## src/hw/rtl/rtcsp_pkg.sv

```systemverilog
// ----------------------------------------------------------------------------
// rtcsp_pkg
// Shared types, codes and default sizes for the two-class slot pool.
// ----------------------------------------------------------------------------
`default_nettype none

package rtcsp_pkg;

    // default pool geometry
    localparam int SMALL_SLOTS_DEF = 8;
    localparam int LARGE_SLOTS_DEF = 4;
    localparam int REF_BITS_DEF    = 8;

    // fixed field widths
    localparam int CMD_W    = 2;
    localparam int SIZE_W   = 16;
    localparam int IDX_W    = 4;
    localparam int STATUS_W = 3;

    // configuration port
    localparam int APB_ADDR_W = 3;
    localparam int APB_DATA_W = 32;

    localparam logic [SIZE_W-1:0] SMALL_LIMIT_RST = 16'd64;
    localparam logic [SIZE_W-1:0] MAX_SIZE_RST    = 16'd512;

    typedef enum logic {
        REG_SMALL_LIMIT = 1'b0,
        REG_MAX_SIZE    = 1'b1
    } reg_idx_t;

    typedef enum logic [CMD_W-1:0] {
        CMD_ACQUIRE = 2'd0,
        CMD_RETAIN  = 2'd1,
        CMD_RELEASE = 2'd2
    } cmd_t;

    typedef enum logic [STATUS_W-1:0] {
        ST_OK        = 3'd0,
        ST_TOO_LARGE = 3'd1,
        ST_EXHAUSTED = 3'd2,
        ST_NULL      = 3'd3,
        ST_COUNT     = 3'd4
    } status_t;

    // controller to datapath commands
    typedef struct packed {
        logic capture;  // latch the incoming item
        logic execute;  // run the latched item, update slots, load result
    } ctrl_cmd_t;

endpackage

`default_nettype wire

```

## src/hw/rtl/refcounted_two_class_slot_pool.sv

```systemverilog
// ----------------------------------------------------------------------------
// refcounted_two_class_slot_pool
// Reference-counted pool of small and large slots with acquire/retain/release.
//
//   channel  | direction | handshake            | payload
//   ---------+-----------+----------------------+-------------------------------
//   in       | to block  | in_valid / in_ready  | cmd, request_size, slot_index
//   out      | from block| out_valid / out_ready| status, granted_slot, was_last
//   config   | to block  | APB psel/penable     | paddr, pwdata, prdata
//
// Each item is latched, then the slot table is searched and updated and the
// result register is loaded. A held result may leave in the same cycle the
// next item enters. rst_n frees every slot and zeroes counts; no clearing
// pass. A stalled output holds the result and blocks new items.
// ----------------------------------------------------------------------------
`default_nettype none

module refcounted_two_class_slot_pool #(
    parameter int SMALL_SLOTS = rtcsp_pkg::SMALL_SLOTS_DEF,
    parameter int LARGE_SLOTS = rtcsp_pkg::LARGE_SLOTS_DEF,
    parameter int REF_BITS    = rtcsp_pkg::REF_BITS_DEF
) (
    input  wire logic                              clk,
    input  wire logic                              rst_n,
    input  wire logic                              psel,
    input  wire logic                              penable,
    input  wire logic                              pwrite,
    input  wire logic [rtcsp_pkg::APB_ADDR_W-1:0]  paddr,
    input  wire logic [rtcsp_pkg::APB_DATA_W-1:0]  pwdata,
    output logic      [rtcsp_pkg::APB_DATA_W-1:0]  prdata,
    output logic                                   pready,
    input  wire logic                              in_valid,
    output logic                                   in_ready,
    input  wire logic [rtcsp_pkg::CMD_W-1:0]       cmd,
    input  wire logic [rtcsp_pkg::SIZE_W-1:0]      request_size,
    input  wire logic [rtcsp_pkg::IDX_W-1:0]       slot_index,
    output logic                                   out_valid,
    input  wire logic                              out_ready,
    output logic      [rtcsp_pkg::STATUS_W-1:0]    status,
    output logic      [rtcsp_pkg::IDX_W-1:0]       granted_slot,
    output logic                                   was_last
);

    logic [rtcsp_pkg::SIZE_W-1:0] small_limit;
    logic [rtcsp_pkg::SIZE_W-1:0] max_size;
    rtcsp_pkg::ctrl_cmd_t         ctrl_cmd;

    rtcsp_regs u_regs (
        .clk         (clk),
        .rst_n       (rst_n),
        .psel        (psel),
        .penable     (penable),
        .pwrite      (pwrite),
        .paddr       (paddr),
        .pwdata      (pwdata),
        .prdata      (prdata),
        .pready      (pready),
        .small_limit (small_limit),
        .max_size    (max_size)
    );

    rtcsp_ctrl u_ctrl (
        .clk       (clk),
        .rst_n     (rst_n),
        .in_valid  (in_valid),
        .in_ready  (in_ready),
        .out_valid (out_valid),
        .out_ready (out_ready),
        .cmd       (ctrl_cmd)
    );

    rtcsp_datapath #(
        .SMALL_SLOTS (SMALL_SLOTS),
        .LARGE_SLOTS (LARGE_SLOTS),
        .REF_BITS    (REF_BITS)
    ) u_datapath (
        .clk          (clk),
        .rst_n        (rst_n),
        .cmd          (ctrl_cmd),
        .cmd_in       (cmd),
        .size_in      (request_size),
        .idx_in       (slot_index),
        .small_limit  (small_limit),
        .max_size     (max_size),
        .status       (status),
        .granted_slot (granted_slot),
        .was_last     (was_last)
    );

endmodule

`default_nettype wire

```

## src/hw/rtl/rtcsp_regs.sv

```systemverilog
// ----------------------------------------------------------------------------
// rtcsp_regs
// APB configuration registers: small class size limit and maximum request.
// ----------------------------------------------------------------------------
`default_nettype none

module rtcsp_regs (
    input  wire logic                              clk,
    input  wire logic                              rst_n,
    input  wire logic                              psel,
    input  wire logic                              penable,
    input  wire logic                              pwrite,
    input  wire logic [rtcsp_pkg::APB_ADDR_W-1:0]  paddr,
    input  wire logic [rtcsp_pkg::APB_DATA_W-1:0]  pwdata,
    output logic      [rtcsp_pkg::APB_DATA_W-1:0]  prdata,
    output logic                                   pready,
    output logic      [rtcsp_pkg::SIZE_W-1:0]      small_limit,
    output logic      [rtcsp_pkg::SIZE_W-1:0]      max_size
);

    logic [rtcsp_pkg::SIZE_W-1:0] small_limit_reg;
    logic [rtcsp_pkg::SIZE_W-1:0] max_size_reg;
    logic                         wr_en;
    rtcsp_pkg::reg_idx_t          reg_sel;

    assign pready  = 1'b1;
    assign wr_en   = psel && penable && pwrite;
    assign reg_sel = rtcsp_pkg::reg_idx_t'(paddr[2]);

    always_ff @(posedge clk or negedge rst_n)
    begin
        if (!rst_n)
        begin
            small_limit_reg <= rtcsp_pkg::SMALL_LIMIT_RST;
            max_size_reg    <= rtcsp_pkg::MAX_SIZE_RST;
        end
        else if (wr_en)
        begin
            unique case (reg_sel)
                rtcsp_pkg::REG_SMALL_LIMIT: small_limit_reg <= pwdata[rtcsp_pkg::SIZE_W-1:0];
                rtcsp_pkg::REG_MAX_SIZE:    max_size_reg    <= pwdata[rtcsp_pkg::SIZE_W-1:0];
                default: ;
            endcase
        end
    end

    always_comb
    begin
        unique case (reg_sel)
            rtcsp_pkg::REG_SMALL_LIMIT:
                prdata = {{(rtcsp_pkg::APB_DATA_W-rtcsp_pkg::SIZE_W){1'b0}}, small_limit_reg};
            rtcsp_pkg::REG_MAX_SIZE:
                prdata = {{(rtcsp_pkg::APB_DATA_W-rtcsp_pkg::SIZE_W){1'b0}}, max_size_reg};
            default:
                prdata = '0;
        endcase
    end

    assign small_limit = small_limit_reg;
    assign max_size    = max_size_reg;

endmodule

`default_nettype wire

```

## src/hw/rtl/rtcsp_ctrl.sv

```systemverilog
// ----------------------------------------------------------------------------
// rtcsp_ctrl
// Item sequencer: accept, execute, hold result until taken.
// ----------------------------------------------------------------------------
`default_nettype none

module rtcsp_ctrl (
    input  wire logic             clk,
    input  wire logic             rst_n,
    input  wire logic             in_valid,
    output logic                  in_ready,
    output logic                  out_valid,
    input  wire logic             out_ready,
    output rtcsp_pkg::ctrl_cmd_t  cmd
);

    typedef enum logic {
        S_IDLE,
        S_EXEC
    } state_t;

    state_t state_reg;
    logic   out_valid_reg;

    // a new item may enter while the held result leaves in the same cycle
    assign in_ready    = (state_reg == S_IDLE) && (!out_valid_reg || out_ready);
    assign cmd.capture = in_valid && in_ready;
    assign cmd.execute = (state_reg == S_EXEC);
    assign out_valid   = out_valid_reg;

    always_ff @(posedge clk or negedge rst_n)
    begin
        if (!rst_n)
        begin
            state_reg     <= S_IDLE;
            out_valid_reg <= 1'b0;
        end
        else
        begin
            unique case (state_reg)
                S_IDLE:
                begin
                    if (out_valid_reg && out_ready)
                        out_valid_reg <= 1'b0;
                    if (cmd.capture)
                        state_reg <= S_EXEC;
                end
                S_EXEC:
                begin
                    out_valid_reg <= 1'b1;
                    state_reg     <= S_IDLE;
                end
                default:
                    state_reg <= S_IDLE;
            endcase
        end
    end

endmodule

`default_nettype wire

```

## src/hw/rtl/rtcsp_datapath.sv

```systemverilog
// ----------------------------------------------------------------------------
// rtcsp_datapath
// Slot table, first-free search, count update and result register.
// ----------------------------------------------------------------------------
`default_nettype none

module rtcsp_datapath #(
    parameter int SMALL_SLOTS = rtcsp_pkg::SMALL_SLOTS_DEF,
    parameter int LARGE_SLOTS = rtcsp_pkg::LARGE_SLOTS_DEF,
    parameter int REF_BITS    = rtcsp_pkg::REF_BITS_DEF
) (
    input  wire logic                            clk,
    input  wire logic                            rst_n,
    input  wire rtcsp_pkg::ctrl_cmd_t            cmd,
    input  wire logic [rtcsp_pkg::CMD_W-1:0]     cmd_in,
    input  wire logic [rtcsp_pkg::SIZE_W-1:0]    size_in,
    input  wire logic [rtcsp_pkg::IDX_W-1:0]     idx_in,
    input  wire logic [rtcsp_pkg::SIZE_W-1:0]    small_limit,
    input  wire logic [rtcsp_pkg::SIZE_W-1:0]    max_size,
    output logic      [rtcsp_pkg::STATUS_W-1:0]  status,
    output logic      [rtcsp_pkg::IDX_W-1:0]     granted_slot,
    output logic                                 was_last
);

    localparam int TOTAL  = SMALL_SLOTS + LARGE_SLOTS;
    localparam int SLOT_W = (TOTAL > 1) ? $clog2(TOTAL) : 1;
    localparam logic [REF_BITS-1:0] REF_MAX = {REF_BITS{1'b1}};
    localparam logic [REF_BITS-1:0] REF_ONE = REF_BITS'(1);

    // latched item
    logic [rtcsp_pkg::CMD_W-1:0]  cmd_reg;
    logic [rtcsp_pkg::SIZE_W-1:0] size_reg;
    logic [rtcsp_pkg::IDX_W-1:0]  idx_reg;

    // slot table
    logic [TOTAL-1:0]             busy_reg;
    logic [REF_BITS-1:0]          refs_reg [TOTAL];
    logic [rtcsp_pkg::SIZE_W-1:0] len_reg  [TOTAL];

    // result
    logic [rtcsp_pkg::STATUS_W-1:0] status_reg;
    logic [rtcsp_pkg::IDX_W-1:0]    grant_reg;
    logic                           last_reg;

    logic                           small_found;
    logic [SLOT_W-1:0]              small_sel;
    logic                           large_found;
    logic [SLOT_W-1:0]              large_sel;
    logic                           idx_ok;
    logic [SLOT_W-1:0]              idx_sel;
    logic [REF_BITS-1:0]            refs_at;
    logic [REF_BITS-1:0]            refs_dec;

    rtcsp_pkg::status_t             status_next;
    logic [rtcsp_pkg::IDX_W-1:0]    grant_next;
    logic                           last_next;
    logic                           wr_en;
    logic [SLOT_W-1:0]              wr_slot;
    logic                           wr_busy;
    logic [REF_BITS-1:0]            wr_refs;
    logic [rtcsp_pkg::SIZE_W-1:0]   wr_len;

    always_ff @(posedge clk)
    begin
        if (cmd.capture)
        begin
            cmd_reg  <= cmd_in;
            size_reg <= size_in;
            idx_reg  <= idx_in;
        end
    end

    // priority encoders, lowest free slot of each class
    always_comb
    begin
        small_found = 1'b0;
        small_sel   = '0;
        for (int i = SMALL_SLOTS - 1; i >= 0; i--)
        begin
            if (!busy_reg[i])
            begin
                small_found = 1'b1;
                small_sel   = SLOT_W'(i);
            end
        end
        large_found = 1'b0;
        large_sel   = '0;
        for (int j = TOTAL - 1; j >= SMALL_SLOTS; j--)
        begin
            if (!busy_reg[j])
            begin
                large_found = 1'b1;
                large_sel   = SLOT_W'(j);
            end
        end
    end

    assign idx_ok   = {{(32-rtcsp_pkg::IDX_W){1'b0}}, idx_reg} < 32'(TOTAL);
    assign idx_sel  = SLOT_W'(idx_reg);
    assign refs_at  = refs_reg[idx_sel];
    assign refs_dec = (refs_at != '0) ? (refs_at - REF_ONE) : '0;

    always_comb
    begin
        status_next = rtcsp_pkg::ST_OK;
        grant_next  = '0;
        last_next   = 1'b0;
        wr_en       = 1'b0;
        wr_slot     = idx_sel;
        wr_busy     = busy_reg[idx_sel];
        wr_refs     = refs_at;
        wr_len      = len_reg[idx_sel];
        case (cmd_reg)
            rtcsp_pkg::CMD_ACQUIRE:
            begin
                if (size_reg > max_size)
                    status_next = rtcsp_pkg::ST_TOO_LARGE;
                else if ((size_reg <= small_limit && small_found) || large_found)
                begin
                    wr_en   = 1'b1;
                    wr_slot = (size_reg <= small_limit && small_found) ? small_sel : large_sel;
                    wr_busy = 1'b1;
                    wr_refs = REF_ONE;
                    wr_len  = size_reg;
                    grant_next = rtcsp_pkg::IDX_W'(wr_slot);
                end
                else
                    status_next = rtcsp_pkg::ST_EXHAUSTED;
            end
            rtcsp_pkg::CMD_RETAIN:
            begin
                if (!idx_ok)
                    status_next = rtcsp_pkg::ST_NULL;
                else if (!busy_reg[idx_sel] || refs_at >= REF_MAX)
                    status_next = rtcsp_pkg::ST_COUNT;
                else
                begin
                    wr_en   = 1'b1;
                    wr_refs = refs_at + REF_ONE;
                end
            end
            rtcsp_pkg::CMD_RELEASE:
            begin
                if (!idx_ok)
                    status_next = rtcsp_pkg::ST_NULL;
                else if (!busy_reg[idx_sel])
                    status_next = rtcsp_pkg::ST_COUNT;
                else
                begin
                    wr_en   = 1'b1;
                    wr_refs = refs_dec;
                    if (refs_dec == '0)
                    begin
                        wr_busy   = 1'b0;
                        wr_len    = '0;
                        last_next = 1'b1;
                    end
                end
            end
            default:
                status_next = rtcsp_pkg::ST_NULL;
        endcase
    end

    always_ff @(posedge clk or negedge rst_n)
    begin
        if (!rst_n)
        begin
            busy_reg <= '0;
            for (int k = 0; k < TOTAL; k++)
            begin
                refs_reg[k] <= '0;
                len_reg[k]  <= '0;
            end
        end
        else if (cmd.execute && wr_en)
        begin
            busy_reg[wr_slot] <= wr_busy;
            refs_reg[wr_slot] <= wr_refs;
            len_reg[wr_slot]  <= wr_len;
        end
    end

    always_ff @(posedge clk)
    begin
        if (cmd.execute)
        begin
            status_reg <= status_next;
            grant_reg  <= grant_next;
            last_reg   <= last_next;
        end
    end

    assign status       = status_reg;
    assign granted_slot = grant_reg;
    assign was_last     = last_reg;

endmodule

`default_nettype wire
```

## config.mk

```make
export PLATFORM = sky130hd
export DESIGN_NAME = refcounted_two_class_slot_pool
export DESIGN_NICKNAME = d
export VERILOG_FILES = /design/src/hw/rtl/rtcsp_pkg.sv /design/src/hw/rtl/refcounted_two_class_slot_pool.sv /design/src/hw/rtl/rtcsp_regs.sv /design/src/hw/rtl/rtcsp_ctrl.sv /design/src/hw/rtl/rtcsp_datapath.sv
export SDC_FILE = /design/constraint.sdc
export NUM_CORES = 1
export LEC_CHECK = 0
export BUFFER_PORTS_ARGS = -buffer_cell sky130_fd_sc_hd__buf_4
export CAP_MARGIN = 5
export CORE_ASPECT_RATIO = 0.5
export CORE_MARGIN = 5
export CORE_UTILIZATION = 32
export CTS_BUF_LIST = sky130_fd_sc_hd__clkbuf_16
export DETAILED_ROUTE_END_ITERATION = 16
export GPL_TIMING_DRIVEN = 0
export HOLD_SLACK_MARGIN = 0.12
export PLACE_DENSITY_LB_ADDON = 0.15
export SYNTH_ARGS = -nofsm -noshare
export SYNTH_HDL_FRONTEND = slang
export SYNTH_HIERARCHICAL = 1
export SYNTH_SLANG_ARGS = --single-unit
export TNS_END_PERCENT = 5
```

## constraint.sdc

```tcl
create_clock -name clk -period 5 [get_ports clk]
set_input_delay 1 -clock clk [delete_from_list [all_inputs] [get_ports clk]]
set_output_delay 1 -clock clk [all_outputs]
set_load 0.02 [all_outputs]
```

==> run metrics <==
worst path bufs/invs 5; Hold WC Path Type reg2reg; CP startpoint kind flip-flop; Worst EP required 5.32 ns; Synth Area in Compound Gates 0.106; I/O pin count between 100 and 150; RD Place Congestion 0.863; arrival time worst endpoint between 4 and 5 ns; core box area about 30,000 um2; final setup skew 0.00961 ns; simple-gate portion of the synthesized area 0.101; synth cell count leaders dfrtp_1, mux2_2, nand2_1, inv_1, ha_1; initial antenna violation count 0; Slew Limit Fails 0; ys async rst share 0.826; CTS HTree Levels 4; total power 3.83 mW; Total GRT Usage 0.155; DP HPWL slightly below 20 mm; clk root buf clkbuf_16; GR peak layer met2; Synth Warn # 6; # clock sinks about 170; Pre-Repair DR Iteration Count 5; Clk pin slew, worst setup/hold paths ~0.070 ns; largest net degree at the start of global routing 92; hold path startpoint u_datapath/refs_reg[81]$_DFFE_PN0P_; largest family of logic cells by synthesized area multiplexers; final WL between 20 and 30 mm; clk buf depth 2; CTS resizes 0; nets@finish 999; met2 Usage GRT 0.251; peak supply drop about 0.00017 V; status finished, final reports clean; most frequent CP cell buf_12; count of state elements after synthesis ~170; Post-Place Cells 1,305; Max-cap violations 0; Slowest-stage cell, CP o31ai_4; vias in the first global route 6,963; Yosys top cell by area dfrtp_1; # hold bufs at CTS 0; design area 11,700 um2; endpoints failing hold 0; ant diodes 0; Distinct cells, synth 102; CTS buffer count 17; Fmax 234 MHz; Worst R2R End u_datapath/refs_reg[86]$_DFFE_PN0P_; RR Startpoint u_datapath/idx_reg[0]$_DFFE_PP_; Tcrit/Tclk final 0.853; Critical Path Fanout Max 10; r2r setup slk 0.73 ns; Vias/cell 5.07; Syn Std Cell Area 9950 um2; Largest register FFs 96; crit path kind reg2reg; Mean Syn Cell Area 12.5 um2; Hold WS slightly below 0.5 ns; DR DRC count 0; Worst setup EP type flip-flop; CP endpoint u_datapath/refs_reg[86]$_DFFE_PN0P_; M1 GR Usage 0.210; CP max stage delay 0.51 ns; DIE WIDTH 259 um; Primary FF master, synth dfrtp_1; Crit path depth 15; worst hold path cell count 1; unrepaired setup endpoints after global routing no; Gate Count Post-Synth about 790; worst-case reg-to-reg path depth 15; most frequent cell after synthesis dfrtp_1; Worst path top cell family by delay compound AO/OA/AOI/OAI gates; number of flops mapped to enable cells by yosys 30; XOR/XNOR share of the synthesized area 0.000880; share of cells above drive strength 1 0.393; 1st-iter DRT viols 414; # port buffers 70; Slew @ Worst Pin around 1.1 ns; postcts setup bufs 0; Initial Utilization 0.327; fillers around 3,000; LEAKAGE 5.37 nW; total gr overflow 0; TritonCTS clock tree done; mux cell area share after synthesis 0.243; DR WL/cell 19.8 um; setup TNS 0 ns; Synth top area share 0.352; Seq/Total Area, Yosys 0.448; Vias just under 7,000; largest cells by area after synthesis dfrtp_1, mux2_2, edfxtp_1; Adder-Cell Fraction of Synth Area 0.0428; fin crit period roughly 4.3 ns; Die Ht between 100 and 150 um; die area 34,900 um2; ordered cell list for the critical path buf_6 > buf_12 > buf_12 > buf_8 > mux2_1 > o22ai_1 > o31ai_4 > ha_1 > nor4b_4 > a41oi_1 > a21o_1 > nand3b_1 > or2_1 > buf_2 > mux2_2; clk_lat worst skew ~0.45 ns; Rel. slew slack 0.228; Final setup viols 0; first-pass GRT wire length 41.4 mm; pwr dens 327 nW/um2; Placement Cell Area 11,100 um2; Critical path origin u_datapath/idx_reg[0]$_DFFE_PP_; filler-free cell count of the finished design 1,337; GR Util met3 0.0320; Layout area overhead 17.7%; row count 45; Antenna Nets Post-Route 0
[worst min path at each step]
stage	endpoint
2_1_floorplan	u_datapath/refs_reg[81]$_DFFE_PN0P_
3_5_place_dp	u_datapath/refs_reg[81]$_DFFE_PN0P_
3_3_place_gp	u_datapath/refs_reg[33]$_DFFE_PN0P_
4_1_cts	u_datapath/refs_reg[81]$_DFFE_PN0P_
5_1_grt	u_datapath/refs_reg[81]$_DFFE_PN0P_
6_report	u_datapath/refs_reg[81]$_DFFE_PN0P_
[power breakdown]
part | switching (mW) | total (mW) | internal (mW)
Clock | 0.589 | 1.32 | 0.734
Sequential | 0.0773 | 1.63 | 1.55
Combinational | 0.482 | 0.875 | 0.393
Total | 1.15 | 3.83 | 2.68
[metrics by stage]
step / setup slack [ns] / util
after floorplan: 1.61 / -
after global placement: -0.114 / 0.363
after detailed placement: 0.778 / 0.365
after CTS: 0.741 / 0.384
after global routing: 0.475 / 0.384
final: 0.734 / 0.384
[layout by cell type, fill, tap and decap left out, types with 4 or more instances in the layout]
cell,count
nor2_1,26
mux2_2,133
mux4_1,6
mux2_1,16
nand2b_1,9
o221ai_1,4
buf_2,14
edfxtp_1,30
a31oi_1,6
nand2_1,49
inv_1,40
buf_6,12
nor2b_1,6
and2_1,7
and3_1,5
ha_1,34
o21ai_0,20
mux4_2,13
conb_1,17
nor3_1,5
clkbuf_16,17
nor4_1,4
clkinvlp_4,4
mux2_4,14
clkbuf_1,9
or2_2,4
a21oi_1,27
nor3b_1,4
a211oi_1,9
mux2i_1,8
or2_1,5
nand3_1,12
dfrtp_1,140
buf_4,91
nand4_1,9
[final cells by class]
cell class	count	area, um2	share of cell area
timing repair buffer	74	594	0.0508
clock inverter	15	150	0.0128
buffer	58	430	0.0368
clock buffer	17	425	0.0363
sequential	172	4460	0.381
inverter	39	146	0.0125
tap	423	529	0.0452
multi-input combinational	539	4980	0.425
[kinds of logic (layout without fill, tap and decap cells)]
logic type      after synthesis  count (layout)
compound gates              126             126
fa+ha+maj                    34              34
buf+inv                      97             203
other cells                   2              17
simple gates                171             171
flops                       172             172
xor+xnor                      1               1
mux                         190             190
[routing by layer]
metal  routed length [um]  up-vias
li1                     -     3135
met3                  949       29
met2                12400      139
met4                  510        0
met5                    0        -
met1                12600     3475
(Power assumes the default switching activity.)
